`config.mk`:
```
export PLATFORM = sky130hd
export DESIGN_NAME = sync_header_frame_deframer_top
export DESIGN_NICKNAME = d
export VERILOG_FILES = /design/src/design/shfd_pkg.sv /design/src/design/shfd_in_stage.sv /design/src/design/shfd_core.sv /design/src/design/shfd_out_reg.sv /design/src/design/sync_header_frame_deframer_top.sv
export VERILOG_INCLUDE_DIRS = /design/src /design/src/design
export SDC_FILE = /design/constraint.sdc
export NUM_CORES = 1
export LEC_CHECK = 0
export BUFFER_PORTS_ARGS = -buffer_cell sky130_fd_sc_hd__buf_4
export CORE_ASPECT_RATIO = 0.7
export CORE_MARGIN = 2
export CORE_UTILIZATION = 35
export CTS_CLUSTER_DIAMETER = 30
export DETAILED_ROUTE_END_ITERATION = 6
export HOLD_SLACK_MARGIN = 0.08
export PLACE_DENSITY = 0.49
export SLEW_MARGIN = 15
export SYNTH_ARGS = -nofsm -noshare
export SYNTH_HDL_FRONTEND = slang
export SYNTH_HIERARCHICAL = 1
export SYNTH_SLANG_ARGS = --single-unit
```
`constraint.sdc`:
```
create_clock -name clk -period 6.75 [get_ports clk]
set_clock_uncertainty 0.2 [all_clocks]
set_input_delay 0.675 -clock clk [delete_from_list [all_inputs] [get_ports clk]]
set_output_delay 0.675 -clock clk [all_outputs]
set_load 0.03 [all_outputs]
```
`src/design/sync_header_frame_deframer_top_assert.svh`:
```
// assertion macros shared by the deframer rtl
// needs nothing else; files that check their own logic include this header
`ifndef SYNC_HEADER_FRAME_DEFRAMER_TOP_ASSERT_SVH
`define SYNC_HEADER_FRAME_DEFRAMER_TOP_ASSERT_SVH

// same-cycle implication, checked outside reset
`define SHFD_ASSERT_IMP(label, clk, rst_n, ante, cons) \
  label: assert property (@(posedge clk) disable iff (!rst_n) (ante) |-> (cons)) \
    else $error("deframer check failed");

// next-cycle implication, checked outside reset
`define SHFD_ASSERT_NXT(label, clk, rst_n, ante, cons) \
  label: assert property (@(posedge clk) disable iff (!rst_n) (ante) |=> (cons)) \
    else $error("deframer check failed");

`endif

```
`src/design/shfd_pkg.sv`:
```
// shared types and constants of the sync-header frame deframer
// no dependencies
package shfd_pkg;

  // result kinds
  localparam logic [1:0] KIND_PAYLOAD   = 2'd0;
  localparam logic [1:0] KIND_EMPTY     = 2'd1;
  localparam logic [1:0] KIND_SYNC_ERR  = 2'd2;
  localparam logic [1:0] KIND_LEN_ERR   = 2'd3;

  // header layout
  localparam int unsigned HDR_BYTES = 24;
  localparam logic [4:0]  HDR_LAST  = 5'(HDR_BYTES - 1);

  // one result as it leaves the core
  typedef struct packed {
    logic [1:0]         kind;
    logic [7:0]         payload;
    logic [31:0]        frame_length;
    logic signed [31:0] frame_number;
    logic signed [31:0] frame_count;
    logic               is_last;
  } shfd_result_t;

  // sync word "LalkA123", one byte per position
  function automatic logic [7:0] sync_byte(input logic [2:0] pos);
    logic [7:0] b;
    case (pos)
      3'd0: b = 8'h4C;
      3'd1: b = 8'h61;
      3'd2: b = 8'h6C;
      3'd3: b = 8'h6B;
      3'd4: b = 8'h41;
      3'd5: b = 8'h31;
      3'd6: b = 8'h32;
      3'd7: b = 8'h33;
      default: b = 8'h00;
    endcase
    return b;
  endfunction

endpackage

```
`src/design/shfd_in_stage.sv`:
```
// input register of the deframer: holds one received byte until the core takes it
// depends on nothing but the clock and reset
module shfd_in_stage (
  input  logic       clk,
  input  logic       rst_n,
  input  logic       in_valid,
  output logic       in_ready,
  input  logic [7:0] in_data_byte,
  input  logic       take_i,
  output logic       valid_o,
  output logic [7:0] byte_o
);

  logic       valid_r;
  logic       valid_nxt;
  logic [7:0] byte_r;

  // free when empty or when the held byte leaves this cycle
  assign in_ready = !valid_r || take_i;

  always_comb begin
    valid_nxt = valid_r;
    if (in_ready) begin
      valid_nxt = in_valid;
    end
  end

  // control
  always_ff @(posedge clk) begin
    if (!rst_n) begin
      valid_r <= 1'b0;
    end else begin
      valid_r <= valid_nxt;
    end
  end

  // payload
  always_ff @(posedge clk) begin
    if (in_valid && in_ready) begin
      byte_r <= in_data_byte;
    end
  end

  assign valid_o = valid_r;
  assign byte_o  = byte_r;

endmodule

```
`src/design/shfd_core.sv`:
```
// header parser and payload counter of the deframer
// depends on shfd_pkg and the assertion macro header
`include "sync_header_frame_deframer_top_assert.svh"

module shfd_core #(
  parameter int LENGTH_WIDTH = 32
) (
  input  logic                  clk,
  input  logic                  rst_n,
  input  logic                  step_i,
  input  logic [7:0]            byte_i,
  output logic                  res_valid_o,
  output shfd_pkg::shfd_result_t res_o
);
  import shfd_pkg::*;

  localparam logic [1:0] PH_HEADER = 2'd0;
  localparam logic [1:0] PH_DATA   = 2'd1;
  localparam logic [1:0] PH_HALT   = 2'd2;

  logic [1:0]              phase_r, phase_nxt;
  logic [4:0]              idx_r, idx_nxt;
  logic                    mismatch_r, mismatch_nxt;
  logic [63:0]             len_r, len_nxt;
  logic [31:0]             num_r, num_nxt;
  logic [31:0]             cnt_r, cnt_nxt;
  logic [LENGTH_WIDTH-1:0] rem_r, rem_nxt;
  logic                    rem_last;
  logic                    too_large;

  // last payload byte when one or none remain
  assign rem_last  = (rem_r[LENGTH_WIDTH-1:1] == '0);
  assign too_large = ((len_nxt >> LENGTH_WIDTH) != 64'd0);

  // one byte of work
  always_comb begin
    phase_nxt    = phase_r;
    idx_nxt      = idx_r;
    mismatch_nxt = mismatch_r;
    len_nxt      = len_r;
    num_nxt      = num_r;
    cnt_nxt      = cnt_r;
    rem_nxt      = rem_r;
    res_valid_o  = 1'b0;
    res_o        = '0;

    case (phase_r)
      PH_DATA: begin
        if (step_i) begin
          res_valid_o   = 1'b1;
          res_o.kind    = KIND_PAYLOAD;
          res_o.payload = byte_i;
          res_o.is_last = rem_last;
          if (rem_last) begin
            phase_nxt    = PH_HEADER;
            idx_nxt      = '0;
            mismatch_nxt = 1'b0;
            rem_nxt      = '0;
          end else begin
            rem_nxt = rem_r - 1'b1;
          end
        end
      end
      PH_HEADER: begin
        if (step_i) begin
          // sync check and little-endian field capture
          if (idx_r[4:3] == 2'b00) begin
            if (byte_i != sync_byte(idx_r[2:0])) begin
              mismatch_nxt = 1'b1;
            end
          end else if (idx_r[4:3] == 2'b01) begin
            len_nxt = {byte_i, len_r[63:8]};
          end else if (idx_r[4:2] == 3'b100) begin
            num_nxt = {byte_i, num_r[31:8]};
          end else begin
            cnt_nxt = {byte_i, cnt_r[31:8]};
          end

          if (idx_r == HDR_LAST) begin
            idx_nxt = '0;
            if (mismatch_nxt) begin
              phase_nxt   = PH_HALT;
              res_valid_o = 1'b1;
              res_o.kind  = KIND_SYNC_ERR;
            end else if (too_large) begin
              phase_nxt   = PH_HALT;
              res_valid_o = 1'b1;
              res_o.kind  = KIND_LEN_ERR;
            end else if (len_nxt == 64'd0) begin
              res_valid_o   = 1'b1;
              res_o.kind    = KIND_EMPTY;
              res_o.is_last = 1'b1;
            end else begin
              rem_nxt   = len_nxt[LENGTH_WIDTH-1:0];
              phase_nxt = PH_DATA;
            end
          end else begin
            idx_nxt = idx_r + 5'd1;
          end
        end
      end
      default: begin
        // halted: bytes are dropped until reset
      end
    endcase

    // header fields of the current frame go with every result
    res_o.frame_length = len_nxt[31:0];
    res_o.frame_number = num_nxt;
    res_o.frame_count  = cnt_nxt;
  end

  always_ff @(posedge clk) begin
    if (!rst_n) begin
      phase_r    <= PH_HEADER;
      idx_r      <= '0;
      mismatch_r <= 1'b0;
      len_r      <= '0;
      num_r      <= '0;
      cnt_r      <= '0;
      rem_r      <= '0;
    end else begin
      phase_r    <= phase_nxt;
      idx_r      <= idx_nxt;
      mismatch_r <= mismatch_nxt;
      len_r      <= len_nxt;
      num_r      <= num_nxt;
      cnt_r      <= cnt_nxt;
      rem_r      <= rem_nxt;
    end
  end

  // checks
  `SHFD_ASSERT_NXT(a_halt_sticky, clk, rst_n, phase_r == PH_HALT, phase_r == PH_HALT)
  `SHFD_ASSERT_IMP(a_halt_silent, clk, rst_n, phase_r == PH_HALT, !res_valid_o)
  `SHFD_ASSERT_IMP(a_data_emits, clk, rst_n, step_i && (phase_r == PH_DATA), res_valid_o)
  `SHFD_ASSERT_IMP(a_hdr_quiet, clk, rst_n, (phase_r == PH_HEADER) && (idx_r != HDR_LAST), !res_valid_o)
  `SHFD_ASSERT_IMP(a_rem_nonzero, clk, rst_n, phase_r == PH_DATA, rem_r != '0)

endmodule

```
`src/design/shfd_out_reg.sv`:
```
// result register of the deframer: holds one result until the sink takes it
// depends on shfd_pkg
module shfd_out_reg (
  input  logic                   clk,
  input  logic                   rst_n,
  input  logic                   load_i,
  input  logic                   res_valid_i,
  input  shfd_pkg::shfd_result_t res_i,
  output logic                   free_o,
  output logic                   out_valid,
  input  logic                   out_ready,
  output shfd_pkg::shfd_result_t res_o
);
  import shfd_pkg::*;

  logic         valid_r, valid_nxt;
  shfd_result_t res_r;

  // room for a new result when empty or being drained
  assign free_o = !valid_r || out_ready;

  always_comb begin
    valid_nxt = valid_r;
    if (load_i) begin
      valid_nxt = res_valid_i;
    end else if (out_ready) begin
      valid_nxt = 1'b0;
    end
  end

  always_ff @(posedge clk) begin
    if (!rst_n) begin
      valid_r <= 1'b0;
    end else begin
      valid_r <= valid_nxt;
    end
  end

  always_ff @(posedge clk) begin
    if (load_i && res_valid_i) begin
      res_r <= res_i;
    end
  end

  assign out_valid = valid_r;
  assign res_o     = res_r;

endmodule

```
`src/design/sync_header_frame_deframer_top.sv`:
```
// sync-header frame deframer, top level
// an accepted byte waits in the input register; its result is held in the result register
// throughput: one byte per clock unless the sink stalls; single pass to result register
// a stalled sink holds the result register and, behind it, the input register
// reset (synchronous, active low) returns to the header phase with all captures at zero
module sync_header_frame_deframer_top #(
  parameter int LENGTH_WIDTH = 32
) (
  input  logic               clk,
  input  logic               rst_n,
  input  logic               in_valid,
  output logic               in_ready,
  input  logic [7:0]         in_data_byte,
  output logic               out_valid,
  input  logic               out_ready,
  output logic [1:0]         out_result_kind,
  output logic [7:0]         out_payload_byte,
  output logic [31:0]        out_frame_length,
  output logic signed [31:0] out_frame_number,
  output logic signed [31:0] out_frame_count,
  output logic               out_is_last
);
  import shfd_pkg::*;

  logic         stage_valid;
  logic [7:0]   stage_byte;
  logic         out_free;
  logic         step;
  logic         res_valid;
  shfd_result_t res;
  shfd_result_t res_q;

  // a held byte is worked on when the result register has room
  assign step = stage_valid && out_free;

  shfd_in_stage u_in_stage (
    .clk          (clk),
    .rst_n        (rst_n),
    .in_valid     (in_valid),
    .in_ready     (in_ready),
    .in_data_byte (in_data_byte),
    .take_i       (step),
    .valid_o      (stage_valid),
    .byte_o       (stage_byte)
  );

  shfd_core #(
    .LENGTH_WIDTH (LENGTH_WIDTH)
  ) u_core (
    .clk         (clk),
    .rst_n       (rst_n),
    .step_i      (step),
    .byte_i      (stage_byte),
    .res_valid_o (res_valid),
    .res_o       (res)
  );

  shfd_out_reg u_out_reg (
    .clk         (clk),
    .rst_n       (rst_n),
    .load_i      (step),
    .res_valid_i (res_valid),
    .res_i       (res),
    .free_o      (out_free),
    .out_valid   (out_valid),
    .out_ready   (out_ready),
    .res_o       (res_q)
  );

  // result fields to ports
  assign out_result_kind  = res_q.kind;
  assign out_payload_byte = res_q.payload;
  assign out_frame_length = res_q.frame_length;
  assign out_frame_number = res_q.frame_number;
  assign out_frame_count  = res_q.frame_count;
  assign out_is_last      = res_q.is_last;

endmodule
```
* After elaboration in Yosys (flattened, before gate mapping) *
Memory sizes are Yosys's and may differ from the RTL's. A register that Yosys moved wholly into a read port is not among the register bits.
Cells that the tools add are included.

storage, ports and cells
  ROM bits = 56
  flip-flop bits (word level) = 285
  input bits = 12
  output and inout bits = 109
  memories = 1
  word-level logic and storage cells = 121

memories
  name             depth  width  read ports  clocked after memory_dff  wr ports  line            RTL
  (no name shown)  8      7      1           1                         0         shfd_pkg.sv:28  case (pos)

cells by class
  $add $sub $neg = 2
  equality and inequality tests = 13
  multiplexer cells = 71
  reduce and logical (&&, ||, !) cells = 18

operators by type and width
  cell                                                   count
  2-to-1 mux 32 bit                                      17
  2-to-1 mux 64 bit                                      6
  logical NOT 64 bit                                     1
  case mux 32 bit (2 select lines)                       1
  nonzero test 64 bit                                    1
  subtractor 32 x 1 -> 32 bit, second input constant     1
  logical NOT 31 bit                                     1
  2-to-1 mux 8 bit                                       3
  2-to-1 mux 2 bit                                       11
  2-to-1 mux 1 bit                                       21
  2-to-1 mux 5 bit                                       4
  inequality test 2 bit, second input constant           5
  case mux 5 bit (2 select lines)                        1
  inequality test 8 bit                                  1
  case mux 2 bit (2 select lines)                        2
  AND reduction 7 bit                                    1
  2-to-1 mux 3 bit                                       2
  case mux 1 bit (2 select lines)                        3
  AND reduction 6 bit                                    1
  adder 5 x 1 -> 5 bit, second input constant            1
  equality test 5 bit, second input constant             1
  equality test 2 x 1 -> 1 bit, second input constant    2
  logical NOT 2 bit                                      2
  inequality test 2 x 1 -> 1 bit, second input constant  2
  8 further kinds                                        13

* Logic depth before layout (Yosys ltp) *
  depth after elaboration = 15
  depth in mapped cells = 12

* Cells and area by module *
Netlist, hierarchy kept.

by module, submodules not included
  module                          instances  area an instance (um^2)  cells each  sequential area each (um^2)
  shfd_core                       1          8,335.5                  1,018       3,503.4
  shfd_out_reg                    1          3,264.4                  112         3,233.1
  shfd_in_stage                   1          297.8                    13          260.2
  sync_header_frame_deframer_top  1          6.3                      1           0.0

* Worst setup path after synthesis *
Ideal clock, no wire load.

  path type = input to register
  start point = in out_ready
  end point = reg u_out_reg.valid_r, in the netlist u_out_reg/out_valid
  setup time = 0.116 ns
  buffers on the path = 1
  slack = 3.091 ns
  data arrival time = 3.343 ns
  required time = 6.434 ns
  stages = 12
  path through = or2b_1 -> and2_1 -> clkbuf_1 -> nand2b_1 -> nor3_1 -> nand3_1 -> a21oi_2 -> and3b_1 -> nor2b_1 -> o21ai_0 -> and2_4 -> o21a_1

on the way
  longest elaborated chain between the ends = 11

RTL lines
  what                                 line                                  RTL
  from (decl)                          sync_header_frame_deframer_top.sv:15  input logic out_ready,
  logical OR 1 bit (*)                 shfd_out_reg.sv:20                    assign free_o = !valid_r || out_ready;
  logical AND 1 bit (*)                sync_header_frame_deframer_top.sv:34  assign step = stage_valid && out_free;
  named net step                       sync_header_frame_deframer_top.sv:28  logic step;
  2-to-1 mux 64 bit                    shfd_core.sv:65                       if (step_i) begin
  2-to-1 mux 64 bit                    shfd_core.sv:47                       case (phase_r)
  nonzero test 64 bit                  shfd_core.sv:33                       assign too_large = ((len_nxt >> LENGTH_WIDTH) != 64'd0);
  2-to-1 mux 1 bit                     shfd_core.sv:85                       end else if (too_large) begin
  2-to-1 mux 1 bit                     shfd_core.sv:81                       if (mismatch_nxt) begin
  2-to-1 mux 1 bit                     shfd_core.sv:79                       if (idx_r == HDR_LAST) begin
  2-to-1 mux 1 bit                     shfd_core.sv:65
  case mux 1 bit (2 select lines) (*)  shfd_core.sv:47
  named net res_valid                  sync_header_frame_deframer_top.sv:29  logic res_valid;
  2-to-1 mux 1 bit (*)                 shfd_out_reg.sv:24                    if (load_i) begin
  named net u_out_reg.valid_nxt        shfd_out_reg.sv:16                    logic valid_r, valid_nxt;
  to (signal assigned)                 shfd_out_reg.sv:35                    valid_r <= valid_nxt;
  to (decl)                            shfd_out_reg.sv:16

The timed path passes the listed nets; every way through them passes the cells marked *.
A chain may end at the register's enable or synchronous reset.

* Worst setup path in the final report *
  start point = reg u_core.phase_r[0]
  end point = reg u_out_reg.res_r, in the netlist u_out_reg/res_o[23] (enable)

on the way
  longest elaborated chain between the ends = 9

RTL lines
  what                                 line                                  RTL
  from (decl)                          shfd_core.sv:21                       logic [1:0] phase_r, phase_nxt;
  from (signal assigned)               shfd_core.sv:123                      phase_r <= phase_nxt;
  logical NOT 2 bit                    shfd_core.sv:47
  2-to-1 mux 64 bit                    shfd_core.sv:47
  nonzero test 64 bit                  shfd_core.sv:33
  2-to-1 mux 1 bit                     shfd_core.sv:85
  2-to-1 mux 1 bit                     shfd_core.sv:81
  2-to-1 mux 1 bit                     shfd_core.sv:79
  2-to-1 mux 1 bit                     shfd_core.sv:65
  case mux 1 bit (2 select lines) (*)  shfd_core.sv:47
  named net res_valid                  sync_header_frame_deframer_top.sv:29
  logical AND 1 bit (*)                shfd_out_reg.sv:40                    if (load_i && res_valid_i) begin
  to (signal assigned)                 shfd_out_reg.sv:41                    res_r <= res_i;
  to (decl)                            shfd_out_reg.sv:17                    shfd_result_t res_r;

Marked as above.

==> results by group <==
Status
  – Status: finished, final reports clean

Setup path
  – Critical Path AT: 4.24 ns
  – WP data required: 6.73 ns
  – Reg-to-reg critical path startpoint: u_core/phase_r[0]
  – CP startpoint: u_core/phase_r[0]
  – CP max-delay cell: and2_4
  – Delay-heaviest family, CP: simple AND/OR/NAND/NOR gates
  – Critical path buffers and inverters: 2
  – Critical Path Start Type: flip-flop
  – Cell Chain, Critical Path: nor2_1, nand3_2, buf_4, nand4_1, a21oi_2, and3b_1, nor2b_1, o21ai_0, and2_4, buf_4
  – CP Depth: 10
  – Crit Path Max Fanout: 67
  – R2R depth: 10
  – Critical path class: flip-flop to flip-flop
  – Critical Path Max Stage Delay: 0.82 ns
  – Endpoint type of the worst setup path: flip-flop
  – Crit-path most repeated cell: buf_4

Clock tree
  – Reg clk slew, reported paths: 0.06 ns
  – Root buffer cell: clkbuf_16
  – Clk_lat worst skew: 0.56 ns
  – CTS-repair resized insts: 0
  – Clk sink count: 292
  – CTS hold repair buffers: 4
  – TritonCTS clock tree: done
  – Bufs on Longest Clock Path: 3
  – CTS HTree Levels: 2
  – Inserted Clock Buffers: 51
  – Setup Buffers After CTS: 0

Min path
  – Min-Delay Path Depth: 1
  – Hold_sp: in_data_byte[7]
  – Min-delay worst type: input port to flip-flop

Layout
  – Core Util, Final: 44.2%
  – N_diodes: 0
  – Layout overhead on the synthesized area: 24.4%
  – Final std cells w/o fill: 1,718
  – Multi-input logic area: 0.00439 mm2
  – Layout cell share with drive strength beyond 1: 23.9%
  – Area occupied by registers: 0.00700 mm2
  – Net count, final: 1,254
  – Fill cells: 3,225

STA
  – Final Slew Violations: 0
  – Final Hold Viols: 0
  – Worst slew pin tran: 1.00 ns
  – RSZ-0062 raised after global routing: no
  – Tcrit/Tclk final: 63.0%
  – Final WS setup: 2.50 ns
  – Slew headroom: 33.2%
  – Hold Worst Slack: 0.114 ns
  – Setup violators final: 0
  – Fmax: 235 MHz
  – Min Tclk post-route: 4.25 ns
  – TNS Setup: 0 ns

Power and ir drop
  – Pleak: 0.00605 uW
  – Power Dens Cells: 310 mW/mm2
  – Pint: 3650 uW
  – Clk pwr share: 58.7%
  – Combinational power share: 1.1%
  – Sw frac: 20.5%
  – Reg power frac: 40.2%
  – Net Sw Power: 941 uW
  – Worst IR drop on VDD: 0.157 mV

Place
  – Placed cell count: 1,618
  – Input/output buffers: 120
  – Worst slack, placed: 2.17 ns
  – Detailed Place HPWL: 21,700 um
  – GP Congestion: 0.846

Die
  – Full die area: 0.0355 mm2
  – I/O pin total: 121
  – Core area: 0.0335 mm2
  – Die X: 224 um
  – DIE HEIGHT: 158 um
  – Rows: 56
  – Initial Util: 35.5%

Synthesis
  – Register area share after synthesis: 58.8%
  – Post-synthesis cell count: 1,144
  – Avg Cell Area, Syn: 10.4 um2
  – EDFF count, synth: 115
  – Synthesized net count: 1,158
  – Prevailing post-synth register cell: dfxtp_1
  – Synthesized flop and latch total: 292
  – Asr flop ratio synth: 0%
  – Cell Area, Synth: 0.0119 mm2
  – Post-synth cell types: 61
  – Ys Warns: 6

Global route
  – Gr usage total: 17.9%
  – Initial antenna violation count: 0
  – First-pass GRT wire length: 48,700 um
  – Vias in the first global route: 8,285
  – GR Overflow Total: 0
  – Largest net degree at the start of global routing: 72

Detailed routing
  – Post-route ant nets: 0
  – DR pass1 iterations: 5
  – Vias per inst: 5.14
  – DR WL/cell: 18.6 um
  – DRC Markers: 0
  – Drt total wl: 31,900 um
  – DR vias: 8,828
  – Iteration-0 DRC Markers: 815

Job
  – Max cap viols: 0
stage by stage:
stage | cell area (um2) | power (uW)
finish | 14800 | 4590
detailed placement | 12900 | 1930
global placement | 12900 | 1930
CTS | 14800 | 4650
floorplan | 11900 | 1900
global route | 14800 | 4740
registers in the layout, indices dropped and copies added (netlist names), named ones only:
signal	count
u_core/cnt_r	32
u_core/phase_r	2
u_core/num_r	32
u_out_reg/res_o	107
u_in_stage/byte_o	8
u_out_reg/out_valid	1
u_core/len_r	64
u_core/rem_r	32
u_core/idx_r	5
u_core/mismatch_r	1
u_in_stage/valid_o	1
cells in the final DEF (no fill, tap or decap), drive strengths merged, types with 4 or more instances in the layout:
master and instances:
nor3 24, edfxtp 115, and3 10, nand2b 4, clkinv 20, clkbuf 58
dfxtp 177, and2 75, nor2b 4, bufinv 9, nand2 238, xor2 7
o31ai 10, or4 8, nor4 17, o41ai 4, a31oi 11, mux2 65
o21ai 21, mux2i 5, inv 17, nor2 36, a21oi 111, nand4 7
or3 8, nand3 19, o22ai 29, o21a 5, dlygate4sd3 4, buf 129
final timing paths:
path                                to  slack, ns
hold reg to reg       u_core/len_r[33]       0.27
setup reg to reg   u_out_reg/res_o[23]       2.50
setup / recovery   u_out_reg/res_o[23]       2.50
hold / removal    u_in_stage/byte_o[7]       0.11
routing by layer:
| metal | GRT usage, % | wire length, um | up-vias |
|---|---|---|---|
| li1 | - | - | 4235 |
| met1 | 27.9 | 16500 | 4273 |
| met2 | 24.4 | 12700 | 276 |
| met3 | 4.19 | 2190 | 44 |
| met4 | 4.76 | 514 | 0 |
| met5 | 0 | 0 | - |
power by group through the flow:
stage / registers [uW] / clock network, uW / logic [uW]
final: 1840 / 2700 / 50.8
after global routing: 1840 / 2840 / 56.2
after CTS: 1840 / 2760 / 51.6
after detailed placement: 1880 / 0 / 49.6
after global placement: 1880 / 0 / 49.6
after floorplan: 1870 / 0 / 33.9
synthesized netlist by cell type, types with 19 or more instances:
cell / instances / area [um2]
clkbuf_1: 53 / 199
o21ai_0: 20 / 100
a21oi_1: 110 / 551
nor2_1: 36 / 135
dfxtp_1: 177 / 3540
o22ai_1: 28 / 175
mux2_2: 65 / 732
nand2_1: 237 / 890
nor3_1: 24 / 120
edfxtp_1: 115 / 3450
nand3_1: 19 / 95.1
buf_4: 32 / 240
and2_1: 73 / 457
cell families after synthesis:
group	share of synthesized area [%]
mux	6.57
flops	58.8
compound gates	10.7
xor+xnor	0.589
simple gates	18.7
buf+inv	4.51
fa+ha+maj	0.210
area by class of cell:
type	count	share of cell area [%]
multi-input cells	751	29.6
clock buffers	58	9.22
well taps	435	3.68
clock inverters	38	3.14
repair buffers	133	6.81
flip-flops and latches	292	47.2
inverters	11	0.279
(Power assumes the default switching activity.)
